$ cat config.mk
export PLATFORM = sky130hd
export DESIGN_NAME = region_frame_allocator_unit
export DESIGN_NICKNAME = d
export VERILOG_FILES = /design/src/rtl/core/rfa_pkg.sv /design/src/rtl/core/rfa_ram.sv /design/src/rtl/core/rfa_cmd_fifo.sv /design/src/rtl/core/rfa_front.sv /design/src/rtl/core/rfa_back.sv /design/src/rtl/core/region_frame_allocator_unit.sv
export SDC_FILE = /design/constraint.sdc
export NUM_CORES = 2
export LEC_CHECK = 0
export BUFFER_PORTS_ARGS = -buffer_cell sky130_fd_sc_hd__buf_2
export CORE_UTILIZATION = 50
export CTS_CLUSTER_DIAMETER = 100
export CTS_CLUSTER_SIZE = 24
export DETAILED_ROUTE_END_ITERATION = 16
export PLACE_DENSITY_LB_ADDON = 0.12
export SYNTH_ARGS = -nofsm -noshare
export SYNTH_HDL_FRONTEND = slang
export SYNTH_HIERARCHICAL = 1
export SYNTH_SLANG_ARGS = --single-unit
$ cat constraint.sdc
create_clock -name clock -period 19.1 [get_ports clock]
set_clock_uncertainty 0.05 [all_clocks]
set_input_delay 2.865 -clock clock [delete_from_list [all_inputs] [get_ports clock]]
set_output_delay 2.865 -clock clock [all_outputs]
set_load 0.005 [all_outputs]
$ cat src/rtl/core/rfa_pkg.sv
// ----------------------------------------------------------------------------
// rfa_pkg: shared types and constants for the region frame allocator
// Request/response payloads, the decoded command and the operation codes.
// ----------------------------------------------------------------------------
package rfa_pkg;

   // Request kind codes as they arrive on the request channel
   localparam logic [1:0] KIND_LOAD           = 2'd0;
   localparam logic [1:0] KIND_ADDR_OF_FRAME  = 2'd1;
   localparam logic [1:0] KIND_FRAME_OF_ADDR  = 2'd2;
   localparam logic [1:0] KIND_ALLOC          = 2'd3;

   // Region type code that marks a region usable
   localparam logic [31:0] REGION_TYPE_USABLE = 32'd1;

   // Depth of the command queue between front and back
   localparam int CMD_QUEUE_DEPTH = 2;

   typedef enum logic [1:0] {
      OP_LOAD,
      OP_ADDR_OF_FRAME,
      OP_FRAME_OF_ADDR,
      OP_ALLOC
   } rfa_op_type;

   typedef struct packed {
      logic [1:0]  kind;
      logic        first_region;
      logic [63:0] region_base;
      logic [63:0] region_length;
      logic [31:0] region_type;
      logic [63:0] query_value;
   } rfa_req_type;

   typedef struct packed {
      logic        found;
      logic [63:0] result_value;
   } rfa_rsp_type;

   typedef struct packed {
      rfa_op_type  op;
      logic        first_region;
      logic        usable;
      logic [63:0] region_base;
      logic [63:0] region_length;
      logic [63:0] query_value;
   } rfa_cmd_type;

endpackage

$ cat src/rtl/core/rfa_ram.sv
// ----------------------------------------------------------------------------
// rfa_ram: generic single-write, single-read RAM
// One write port and one read port; read data is registered.
// ----------------------------------------------------------------------------
module rfa_ram #(
   parameter int WIDTH = 8,
   parameter int DEPTH = 8,
   localparam int AW = (DEPTH > 1) ? $clog2(DEPTH) : 1
) (
   input  logic             clock,
   input  logic             wr_en,
   input  logic [AW-1:0]    wr_addr,
   input  logic [WIDTH-1:0] wr_data,
   input  logic             rd_en,
   input  logic [AW-1:0]    rd_addr,
   output logic [WIDTH-1:0] rd_data
);

   logic [WIDTH-1:0] mem_ff [DEPTH];
   logic [WIDTH-1:0] rd_data_ff;

   always_ff @(posedge clock) begin
      if (wr_en) begin
         mem_ff[wr_addr] <= wr_data;
      end
      if (rd_en) begin
         rd_data_ff <= mem_ff[rd_addr];
      end
   end

   assign rd_data = rd_data_ff;

endmodule

$ cat src/rtl/core/rfa_cmd_fifo.sv
// ----------------------------------------------------------------------------
// rfa_cmd_fifo: short command queue between front and back
// Decouples request intake from the region-walk sequencer.
// ----------------------------------------------------------------------------
module rfa_cmd_fifo
   import rfa_pkg::*;
#(
   parameter int DEPTH = 2
) (
   input  logic        clock,
   input  logic        reset,
   input  logic        push_valid,
   output logic        push_ready,
   input  rfa_cmd_type push_data,
   output logic        pop_valid,
   input  logic        pop_ready,
   output rfa_cmd_type pop_data
);

   localparam int PW = (DEPTH > 1) ? $clog2(DEPTH) : 1;
   localparam int CW = $clog2(DEPTH + 1);

   rfa_cmd_type   slot_ff [DEPTH];
   logic [PW-1:0] wr_ptr_ff;
   logic [PW-1:0] rd_ptr_ff;
   logic [CW-1:0] fill_ff;
   logic          push;
   logic          pop;

   assign push_ready = (fill_ff != CW'(DEPTH));
   assign pop_valid  = (fill_ff != '0);
   assign push       = push_valid && push_ready;
   assign pop        = pop_valid && pop_ready;
   assign pop_data   = slot_ff[rd_ptr_ff];

   always_ff @(posedge clock) begin
      if (push) begin
         slot_ff[wr_ptr_ff] <= push_data;
      end
   end

   always_ff @(posedge clock) begin
      if (reset) begin
         wr_ptr_ff <= '0;
         rd_ptr_ff <= '0;
         fill_ff   <= '0;
      end else begin
         if (push) begin
            wr_ptr_ff <= (wr_ptr_ff == PW'(DEPTH - 1)) ? '0 : wr_ptr_ff + PW'(1);
         end
         if (pop) begin
            rd_ptr_ff <= (rd_ptr_ff == PW'(DEPTH - 1)) ? '0 : rd_ptr_ff + PW'(1);
         end
         if (push && !pop) begin
            fill_ff <= fill_ff + CW'(1);
         end else if (pop && !push) begin
            fill_ff <= fill_ff - CW'(1);
         end
      end
   end

endmodule

$ cat src/rtl/core/rfa_front.sv
// ----------------------------------------------------------------------------
// rfa_front: request intake and decode
// Accepts request transactions, classifies them into commands, holds one
// command until the queue takes it.
// ----------------------------------------------------------------------------
module rfa_front
   import rfa_pkg::*;
(
   input  logic        clock,
   input  logic        reset,
   input  logic        req_valid,
   output logic        req_ready,
   input  rfa_req_type req_data,
   output logic        push_valid,
   input  logic        push_ready,
   output rfa_cmd_type push_cmd
);

   logic        front_valid_ff;
   rfa_cmd_type front_cmd_ff;
   rfa_cmd_type cmd_in;
   logic        accept;

   always_comb begin
      cmd_in.first_region  = req_data.first_region;
      cmd_in.usable        = (req_data.region_type == REGION_TYPE_USABLE);
      cmd_in.region_base   = req_data.region_base;
      cmd_in.region_length = req_data.region_length;
      cmd_in.query_value   = req_data.query_value;
      case (req_data.kind)
         KIND_LOAD:          cmd_in.op = OP_LOAD;
         KIND_ADDR_OF_FRAME: cmd_in.op = OP_ADDR_OF_FRAME;
         KIND_FRAME_OF_ADDR: cmd_in.op = OP_FRAME_OF_ADDR;
         KIND_ALLOC:         cmd_in.op = OP_ALLOC;
         default:            cmd_in.op = OP_ALLOC;
      endcase
   end

   assign req_ready  = !front_valid_ff || push_ready;
   assign accept     = req_valid && req_ready;
   assign push_valid = front_valid_ff;
   assign push_cmd   = front_cmd_ff;

   always_ff @(posedge clock) begin
      if (reset) begin
         front_valid_ff <= 1'b0;
      end else if (accept) begin
         front_valid_ff <= 1'b1;
      end else if (push_ready) begin
         front_valid_ff <= 1'b0;
      end
   end

   always_ff @(posedge clock) begin
      if (accept) begin
         front_cmd_ff <= cmd_in;
      end
   end

endmodule

$ cat src/rtl/core/rfa_back.sv
// ----------------------------------------------------------------------------
// rfa_back: region table and walk sequencer
// Stores regions, walks the table for frame/address lookups and allocation,
// and holds the response register.
// ----------------------------------------------------------------------------
module rfa_back
   import rfa_pkg::*;
#(
   parameter int MAX_REGIONS = 8,
   parameter int PAGE_SHIFT  = 12
) (
   input  logic        clock,
   input  logic        reset,
   input  logic        cmd_valid,
   output logic        cmd_pop,
   input  rfa_cmd_type cmd_data,
   output logic        rsp_valid,
   input  logic        rsp_ready,
   output rfa_rsp_type rsp_data
);

   localparam int IDX_W = (MAX_REGIONS > 1) ? $clog2(MAX_REGIONS) : 1;
   localparam int CNT_W = $clog2(MAX_REGIONS + 1);
   localparam int FP_W  = 65 - PAGE_SHIFT;   // first page, can reach 2^(64-shift)
   localparam int CT_W  = 64 - PAGE_SHIFT;   // frame count
   localparam int ENT_W = FP_W + CT_W;

   typedef enum logic [2:0] {
      S_IDLE,
      S_LOAD,
      S_FETCH,
      S_TEST,
      S_HIT,
      S_DONE
   } state_type;

   typedef enum logic {
      PASS_ADDR,
      PASS_FRAME
   } pass_type;

   state_type    state_ff;
   pass_type     pass_ff;
   rfa_cmd_type  cmd_ff;
   logic [CNT_W-1:0] walk_ff;
   logic [CNT_W-1:0] count_ff;
   logic [63:0]  next_free_ff;
   logic [63:0]  cum_ff;
   logic [63:0]  key_ff;
   logic [63:0]  diff_ff;
   logic [FP_W-1:0] fp_ff;
   logic         hit_ff;
   logic [63:0]  val_ff;
   logic         rsp_valid_ff;
   rfa_rsp_type  rsp_ff;

   logic [ENT_W-1:0] rd_data;
   logic [FP_W-1:0]  ent_fp;
   logic [CT_W-1:0]  ent_ct;
   logic [63:0]      rhs;
   logic [64:0]      sub_wide;
   logic [63:0]      diff;
   logic             in_region;
   logic [63:0]      ent_ct_ext;
   logic [63:0]      hit_addr;
   logic [63:0]      hit_val;
   logic [FP_W-1:0]  ld_fp;
   logic [63:0]      len_m1;
   logic [CT_W-1:0]  ld_ct;
   logic [CNT_W-1:0] slot_base;
   logic             load_ok;
   logic             wr_en;
   logic             rd_en;
   logic             more_regions;
   logic             rsp_load;

   // Region table: first page and frame count per entry
   rfa_ram #(
      .WIDTH (ENT_W),
      .DEPTH (MAX_REGIONS)
   ) u_table (
      .clock   (clock),
      .wr_en   (wr_en),
      .wr_addr (slot_base[IDX_W-1:0]),
      .wr_data ({ld_fp, ld_ct}),
      .rd_en   (rd_en),
      .rd_addr (walk_ff[IDX_W-1:0]),
      .rd_data (rd_data)
   );

   // Load: precompute first page and frame count
   assign ld_fp     = {1'b0, cmd_ff.region_base[63:PAGE_SHIFT]} + FP_W'(1);
   assign len_m1    = cmd_ff.region_length - 64'd1;
   assign ld_ct     = (cmd_ff.usable && (cmd_ff.region_length != '0)) ?
                      len_m1[63:PAGE_SHIFT] : '0;
   assign slot_base = cmd_ff.first_region ? '0 : count_ff;
   assign load_ok   = (slot_base < CNT_W'(MAX_REGIONS));
   assign wr_en     = (state_ff == S_LOAD) && load_ok;

   // Walk: one region tested per fetch/test pair
   assign more_regions = (walk_ff < count_ff);
   assign rd_en        = (state_ff == S_FETCH) && more_regions;
   assign ent_fp       = rd_data[ENT_W-1:CT_W];
   assign ent_ct       = rd_data[CT_W-1:0];
   assign ent_ct_ext   = {{PAGE_SHIFT{1'b0}}, ent_ct};
   assign rhs          = (pass_ff == PASS_ADDR) ? cum_ff :
                         {{(64 - FP_W){1'b0}}, ent_fp};
   assign sub_wide     = {1'b0, key_ff} - {1'b0, rhs};
   assign diff         = sub_wide[63:0];
   assign in_region    = !sub_wide[64] && (diff < ent_ct_ext);

   assign hit_addr = ({{(64 - FP_W){1'b0}}, fp_ff} + diff_ff) << PAGE_SHIFT;
   assign hit_val  = (pass_ff == PASS_ADDR) ? hit_addr : (cum_ff + diff_ff);

   // Response register takes a new answer when the final pass is done
   assign rsp_load = (state_ff == S_DONE) &&
                     !((cmd_ff.op == OP_ALLOC) && (pass_ff == PASS_ADDR)) &&
                     (!rsp_valid_ff || rsp_ready);

   assign cmd_pop   = (state_ff == S_IDLE) && cmd_valid;
   assign rsp_valid = rsp_valid_ff;
   assign rsp_data  = rsp_ff;

   always_ff @(posedge clock) begin
      if (reset) begin
         state_ff     <= S_IDLE;
         count_ff     <= '0;
         next_free_ff <= '0;
         rsp_valid_ff <= 1'b0;
      end else begin
         if (rsp_load) begin
            rsp_valid_ff <= 1'b1;
         end else if (rsp_ready) begin
            rsp_valid_ff <= 1'b0;
         end
         case (state_ff)
            S_IDLE: begin
               if (cmd_valid) begin
                  cmd_ff  <= cmd_data;
                  walk_ff <= '0;
                  cum_ff  <= '0;
                  case (cmd_data.op)
                     OP_LOAD: begin
                        state_ff <= S_LOAD;
                     end
                     OP_ADDR_OF_FRAME: begin
                        pass_ff  <= PASS_ADDR;
                        key_ff   <= cmd_data.query_value;
                        state_ff <= S_FETCH;
                     end
                     OP_FRAME_OF_ADDR: begin
                        pass_ff  <= PASS_FRAME;
                        key_ff   <= {{PAGE_SHIFT{1'b0}},
                                     cmd_data.query_value[63:PAGE_SHIFT]};
                        state_ff <= S_FETCH;
                     end
                     default: begin
                        pass_ff  <= PASS_ADDR;
                        key_ff   <= next_free_ff;
                        state_ff <= S_FETCH;
                     end
                  endcase
               end
            end
            S_LOAD: begin
               if (cmd_ff.first_region) begin
                  next_free_ff <= '0;
               end
               count_ff <= load_ok ? slot_base + CNT_W'(1) : slot_base;
               hit_ff   <= load_ok;
               val_ff   <= '0;
               state_ff <= S_DONE;
            end
            S_FETCH: begin
               if (more_regions) begin
                  state_ff <= S_TEST;
               end else begin
                  hit_ff   <= 1'b0;
                  val_ff   <= '0;
                  state_ff <= S_DONE;
               end
            end
            S_TEST: begin
               if (in_region) begin
                  diff_ff  <= diff;
                  fp_ff    <= ent_fp;
                  state_ff <= S_HIT;
               end else begin
                  cum_ff   <= cum_ff + ent_ct_ext;
                  walk_ff  <= walk_ff + CNT_W'(1);
                  state_ff <= S_FETCH;
               end
            end
            S_HIT: begin
               hit_ff   <= 1'b1;
               val_ff   <= hit_val;
               state_ff <= S_DONE;
            end
            S_DONE: begin
               if ((cmd_ff.op == OP_ALLOC) && (pass_ff == PASS_ADDR)) begin
                  // Second pass of allocate: frame of the address just found
                  pass_ff  <= PASS_FRAME;
                  key_ff   <= {{PAGE_SHIFT{1'b0}}, val_ff[63:PAGE_SHIFT]};
                  walk_ff  <= '0;
                  cum_ff   <= '0;
                  state_ff <= S_FETCH;
               end else if (!rsp_valid_ff || rsp_ready) begin
                  rsp_ff.found        <= hit_ff;
                  rsp_ff.result_value <= val_ff;
                  if (cmd_ff.op == OP_ALLOC) begin
                     next_free_ff <= val_ff + 64'd1;
                  end
                  state_ff <= S_IDLE;
               end
            end
            default: begin
               state_ff <= S_IDLE;
            end
         endcase
      end
   end

endmodule

$ cat src/rtl/core/region_frame_allocator_unit.sv
// ----------------------------------------------------------------------------
// region_frame_allocator_unit: page-frame allocator over a region table
// Loads memory regions, maps frames to addresses and back, allocates frames.
// ----------------------------------------------------------------------------
// Usage:
//   Request channel (req_valid/req_ready/req_data) carries one transaction
//   per operation: load region, address of frame, frame of address, or
//   allocate. Response channel (rsp_valid/rsp_ready/rsp_data) returns exactly
//   one transaction per request, in request order.
//   The back-end walk sequencer takes one command at a time and tests one
//   table entry per fetch/test state pair (registered table read, then
//   compare); an allocate walks the table twice, a lookup once.
//   A two-entry command queue plus the front register keep accepting
//   requests while the back end works or the response waits.
//   Reset clears the region count, the next-free counter and all handshake
//   state; table contents are only read after being loaded.
//   When the receiver stalls, hold the response; the back end holds in its
//   done state and the queue fills, then req_ready drops.
// ----------------------------------------------------------------------------
module region_frame_allocator_unit
   import rfa_pkg::*;
#(
   parameter int MAX_REGIONS = 8,
   parameter int PAGE_SHIFT  = 12
) (
   input  logic        clock,
   input  logic        reset,
   input  logic        req_valid,
   output logic        req_ready,
   input  rfa_req_type req_data,
   output logic        rsp_valid,
   input  logic        rsp_ready,
   output rfa_rsp_type rsp_data
);

   // Front to queue
   logic        push_valid;
   logic        push_ready;
   rfa_cmd_type push_cmd;

   // Queue to back
   logic        cmd_valid;
   logic        cmd_pop;
   rfa_cmd_type cmd_data;

   // Decode and hold one command
   rfa_front u_front (
      .clock      (clock),
      .reset      (reset),
      .req_valid  (req_valid),
      .req_ready  (req_ready),
      .req_data   (req_data),
      .push_valid (push_valid),
      .push_ready (push_ready),
      .push_cmd   (push_cmd)
   );

   // Decouple intake from the walk sequencer
   rfa_cmd_fifo #(
      .DEPTH (CMD_QUEUE_DEPTH)
   ) u_queue (
      .clock      (clock),
      .reset      (reset),
      .push_valid (push_valid),
      .push_ready (push_ready),
      .push_data  (push_cmd),
      .pop_valid  (cmd_valid),
      .pop_ready  (cmd_pop),
      .pop_data   (cmd_data)
   );

   // Region table, walks and response register
   rfa_back #(
      .MAX_REGIONS (MAX_REGIONS),
      .PAGE_SHIFT  (PAGE_SHIFT)
   ) u_back (
      .clock     (clock),
      .reset     (reset),
      .cmd_valid (cmd_valid),
      .cmd_pop   (cmd_pop),
      .cmd_data  (cmd_data),
      .rsp_valid (rsp_valid),
      .rsp_ready (rsp_ready),
      .rsp_data  (rsp_data)
   );

   // An accepted request must be offered to the queue on the next cycle
   assert property (@(posedge clock) disable iff (reset)
      req_valid && req_ready |=> push_valid)
      else $error("accepted request not held for the queue");

   // The back end pops only a non-empty queue
   assert property (@(posedge clock) disable iff (reset)
      cmd_pop |-> cmd_valid)
      else $error("command popped from empty queue");

   // No response right after reset
   assert property (@(posedge clock)
      $fell(reset) |-> !rsp_valid)
      else $error("response valid right after reset");

endmodule
---- Word level (Yosys, flattened, before mapping) ----
Memories as Yosys holds them, arrays and structs flattened. A register that Yosys moved wholly into a read port is not among the register bits.
Cells that the tools add are included.
cells by class
  add/subtract/negate cells ............... 13
  order comparisons ....................... 3
  eq/ne operators ......................... 23
  muxes and demuxes ....................... 52
  bitwise gates (word level) .............. 3
  reductions and logical operators ........ 42
operators with widths
  operator                 number
  $mux W64                 12
  $pmux W64 S3             3
  $pmux W64 S2             2
  $sub A64 B64 Y65         1
  $add A64 B1 Y64 const B  1
  $add A64 B52 Y64         1
  $add A64 B64 Y64         1
  $lt A64 B52 Y1           1
  $reduce_bool A64 Y1      1
  $sub A64 B1 Y64 const B  1
  $add A52 B1 Y53 const B  1
  $add A52 B52 Y52         1
  $mux W52                 1
  $eq A32 B1 Y1 const B    1
  $mux W4                  5
  $ne A2 B2 Y1 const B     8
  $mux W1                  15
  $mux W3                  5
  $pmux W3 S5              1
  $reduce_and A5 Y1        3
  $logic_and A1 B1 Y1      13
  $pmux W4 S3              1
  $reduce_bool A2 Y1       6
  $reduce_and A3 Y1        3
  26 further kinds         48
word-level totals
  register bits ........................... 784
  RAM bits ................................ 1232
  input bits .............................. 231
  output and inout bits ................... 67
  word-level logic and storage cells ...... 167
  memories kept ........................... 2
memories
  name                   words  width  rd ports  clocked after memory_dff  wr ports  RTL line            source
  u_back.u_table.mem_ff  8      105    1         1                         1         rfa_ram.sv:19       logic [WIDTH-1:0] mem_ff [DEPTH];
  u_queue.slot_ff        2      196    1         1                         1         rfa_cmd_fifo.sv:23  rfa_cmd_type slot_ff [DEPTH];

---- Depth between registers and ports, before layout ----
  depth after elaboration ................. 6
  depth in mapped cells ................... 29
  mapped depth without buffers ............ 27

---- Cells and area by module ----
Netlist, hierarchy kept.
by module, submodules not included
  module        times used  cells an instance  area an instance (um2)  seq. area each (um2)
  rfa_back      1           4081               38887.3                 16425.8
  rfa_ram       1           1332               35295.1                 28377.2
  rfa_cmd_fifo  1           634                14943.1                 11871.4
  rfa_front     1           214                6034.5                  5905.7

---- Worst setup path before layout ----
OpenSTA, ideal clock, no wires.
  path kind ............................... flip-flop to flip-flop
  start ................................... register u_back.walk_ff[1]
  end ..................................... register u_back.hit_ff, enable pin
  setup time .............................. 0.521 ns
  arrival time ............................ 19.027 ns
  data required time ...................... 18.529 ns
  slack ................................... -0.497 ns
  cell stages (with the launch flop) ...... 7
  buffers on the path ..................... 0
  clock period less this slack ............ 19.597 ns
  cells stage by stage .................... edfxtp_1 ha_1 a21o_1 a21o_1 a2111oi_0 a211o_1 nor2_1
between the ends
  word-level cells in the longest chain between the ends .. 3
ends and longest elaborated chain
  element                      RTL line         source
  start, declared              rfa_back.sv:45   logic [CNT_W-1:0] walk_ff;
  start signal, assigned       rfa_back.sv:190  walk_ff <= walk_ff + CNT_W'(1);
  $lt A4 B4 Y1                 rfa_back.sv:101  assign more_regions = (walk_ff < count_ff);
  $ne A2 B2 Y1 (no line)       --
  $reduce_and A3 Y1 (no line)  --
  end signal, assigned         rfa_back.sv:170  hit_ff <= load_ok;
  end, declared                rfa_back.sv:52   logic hit_ff;
Every way passes these cells.
A chain may end at the register's enable or synchronous reset.

---- Final worst setup path ----
  start ................................... register u_back.pass_ff
  end ..................................... register u_back.fp_ff[1], enable pin
between the ends
  word-level cells in the longest chain between the ends .. 5
  elaborated cells between the ends (all ways) .. 6
  classes of those cells .................. add/sub (1); order compare (1); mux (1); reduce/logical (3)
ends and longest elaborated chain
  element                      RTL line         source
  start, declared              rfa_back.sv:43   pass_type pass_ff;
  start signal, assigned       rfa_back.sv:147  pass_ff <= PASS_ADDR;
  start signal, assigned       rfa_back.sv:152  pass_ff <= PASS_FRAME;
  start signal, assigned       rfa_back.sv:158  pass_ff <= PASS_ADDR;
  $mux W64                     rfa_back.sv:106  assign rhs = (pass_ff == PASS_ADDR) ? cum_ff :
  $sub A64 B64 Y65             rfa_back.sv:108  assign sub_wide = {1'b0, key_ff} - {1'b0, rhs};
  net u_back.sub_wide[36]      rfa_back.sv:61   logic [64:0] sub_wide;
  $lt A64 B52 Y1               rfa_back.sv:110  assign in_region = !sub_wide[64] && (diff < ent_ct_ext);
  $logic_and A1 B1 Y1          rfa_back.sv:110
  $reduce_and A3 Y1 (no line)  --
  end signal, assigned         rfa_back.sv:186  fp_ff <= ent_fp;
  end, declared                rfa_back.sv:51   logic [FP_W-1:0] fp_ff;
The timed path passes the listed nets, and every way through them passes these cells.

==> run summary <==
Status -> finished clean
Clock Sinks -> 2074
Gr usage total -> 0.240
Clock-pin slew on the worst setup and hold paths -> 0.10 ns
Avg Inst Size Synth -> 15.1 sq um
CP dominant cell by count -> a21oi_1
Post-CTS Setup Bufs -> 0
Leakage Power -> 34.5 nW
IO Count -> 298
Hold EP -> u_queue/slot_ff[0][91]
Max Cap Viol -> 0
Hold Fails Final Rpt -> 0
Detailed-placement wirelength estimate -> 162000 um
Wire length per cell -> 25.7 um
First-pass GRT wire length -> 338000 um
Largest net degree at the start of global routing -> 111
CORE AREA -> 186000 sq um
Vias per cell -> 5.91
Post-route setup TNS -> 0 ns
Worst path max stage delay -> 0.80 ns
Post-CTS Resized -> 0
Cts hold-fix bufs -> 0
Drt drc -> 0
CTS buffer count -> 101
TritonCTS clock tree -> yes
Worst reg2reg path depth -> 30
Via count -> 52800
Crit path launch type -> register
Final setup fails -> 0
IO Port Bufs -> 285
Reg2reg end -> u_back/fp_ff[1]
Initial Util -> 0.505
WS Path Type -> register to register
Syn_nets -> 6740
Root buf cell -> clkbuf_16
Layout area overhead -> 7.08%
Reg-to-Reg Start -> u_back/pass_ff
Total gr overflow -> 0
GP Congestion -> 0.943
Vias in the first global route -> 51600
CP Max Fanout -> 71
Reg-to-reg setup timing slack -> 9.71 ns
Gate Count Post-Synth -> 6213
Max Root-Sink Buffers -> 3
Finished Layout Cells -> 8936
Die area -> 190000 sq um
Antenna Nets Post-Route -> 0
Initial antenna violation count -> 4
Relative slew slack -> 0.167
Worst endpoint required time -> 19.45 ns
H-tree levels -> 3
Peak VDD IR -> 90.8 uV
Die height -> 435 um
Worst hold path type -> register to register
Chip Width -> 435 um
Syn. warnings -> 6
Row Count -> 158
DR iter-0 viols -> 4745
Insertion delay to the later sink of the worst-skew pair -> 0.81 ns
Max Clk Rate -> 107 MHz
CP max-delay cell -> buf_4
Util after Layout -> 0.541
Slew at the pin closest to its max-slew limit -> 1.25 ns
Crit. End Element -> register
Share of layout cells above drive strength 1 -> 0.155
Final Max Slew Viols -> 0
Final worst path period need -> 9.39 ns
Detailed Routing Iterations Pass 1 -> 6
Power Density -> 112 nW/um^2
DRT Wirelength -> 230000 um
WP data arrival -> 9.74 ns
Final nets -> 6940
Hold Crit Start -> u_front/push_cmd[91]
Placed cell count -> 8790
Period Utilization, post-route -> 0.492
Synth Cell Area -> 93900 sq um
Worst hold path depth -> 0
Unrepaired setup endpoints after global routing -> false
-- routing by layer --
layer	vias to the layer above	routed length (um)	GRT usage
met4	2	4950	0.0570
li1	24400	-	-
met3	194	12100	0.0288
met1	26700	108000	0.360
met5	-	13	0
met2	1480	105000	0.373
-- worst max path at each step --
stage	slack, ns	to	cells past startpoint	startpoint
after floorplan	4.72	u_back/hit_ff	6	u_back/walk_ff[1]
after global placement	9.64	u_back/cum_ff[51]	28	u_back/pass_ff
after detailed placement	9.86	u_back/fp_ff[1]	30	u_back/pass_ff
after CTS	9.78	u_back/cum_ff[47]	28	u_back/pass_ff
after global routing	9.13	u_back/fp_ff[1]	30	u_back/pass_ff
final	9.71	u_back/fp_ff[1]	30	u_back/pass_ff
-- flip-flops by register name, summed over array words and instances (netlist names), 3 cells and up, named ones only --
signal and flops:
u_queue/slot_ff 368, u_back/cmd_ff 120, u_back/next_free_ff 64, u_back/cum_ff 64, u_back/u_table/mem_ff 840, u_back/state_ff 3, u_back/u_table/rd_data 105, u_back/key_ff 64
u_back/fp_ff 52, u_back/count_ff 4, u_back/rsp_data 65, u_back/val_ff 64, u_back/walk_ff 4, u_back/diff_ff 64, u_front/push_cmd 184
-- worst max-delay path: cells and delay by family (launching register included) --
family	cells	cell delay (ns)
compound gates	15	3.82
xor+xnor	1	0.22
fa+ha+maj	3	0.90
buf+inv	4	2.13
flops	1	0.34
mux	1	0.29
simple gates	6	1.09
-- cells in the final DEF, fill, tap and decap left out, drive strengths merged, types with 105 or more instances in the layout --
cell type,n
xnor2,204
xor2,137
nand2,386
nor2,425
ha,292
o21ai,263
buf,358
mux2,291
edfxtp,1996
a22oi,107
inv,139
a21oi,324
clkbuf,125
a21o,138
nand3,105
mux4,210
-- stage by stage --
stage | hold WS, ns | cell area [sq um] | worst slack [ns] | power (mW)
3_5_place_dp | 0.376 | 97700 | 9.86 | 8.96
5_1_grt | 0.383 | 101000 | 9.13 | 11.8
2_1_floorplan | 0.350 | 93900 | 4.72 | 7.99
3_3_place_gp | 0.358 | 97700 | 9.64 | 8.93
4_1_cts | 0.378 | 101000 | 9.78 | 11.4
6_report | 0.375 | 101000 | 9.71 | 11.3
-- where the power goes --
group | switching (mW) | internal [mW] | total [mW]
Clock | 1.40 | 1.01 | 2.41
Sequential | 0.297 | 5.59 | 5.89
Combinational | 1.88 | 1.10 | 2.99
-- final cells by class --
class	count	area [sq um]
multi-input cells	3748	30500
fillers	15100	85500
inverters	130	495
well taps	2480	3100
diodes	3	7.51
flip-flops and latches	2074	61500
clock inverters	18	211
repair buffers	358	2020
clock buffers	125	2680
No activity file was read; power rests on OpenSTA's default activity.
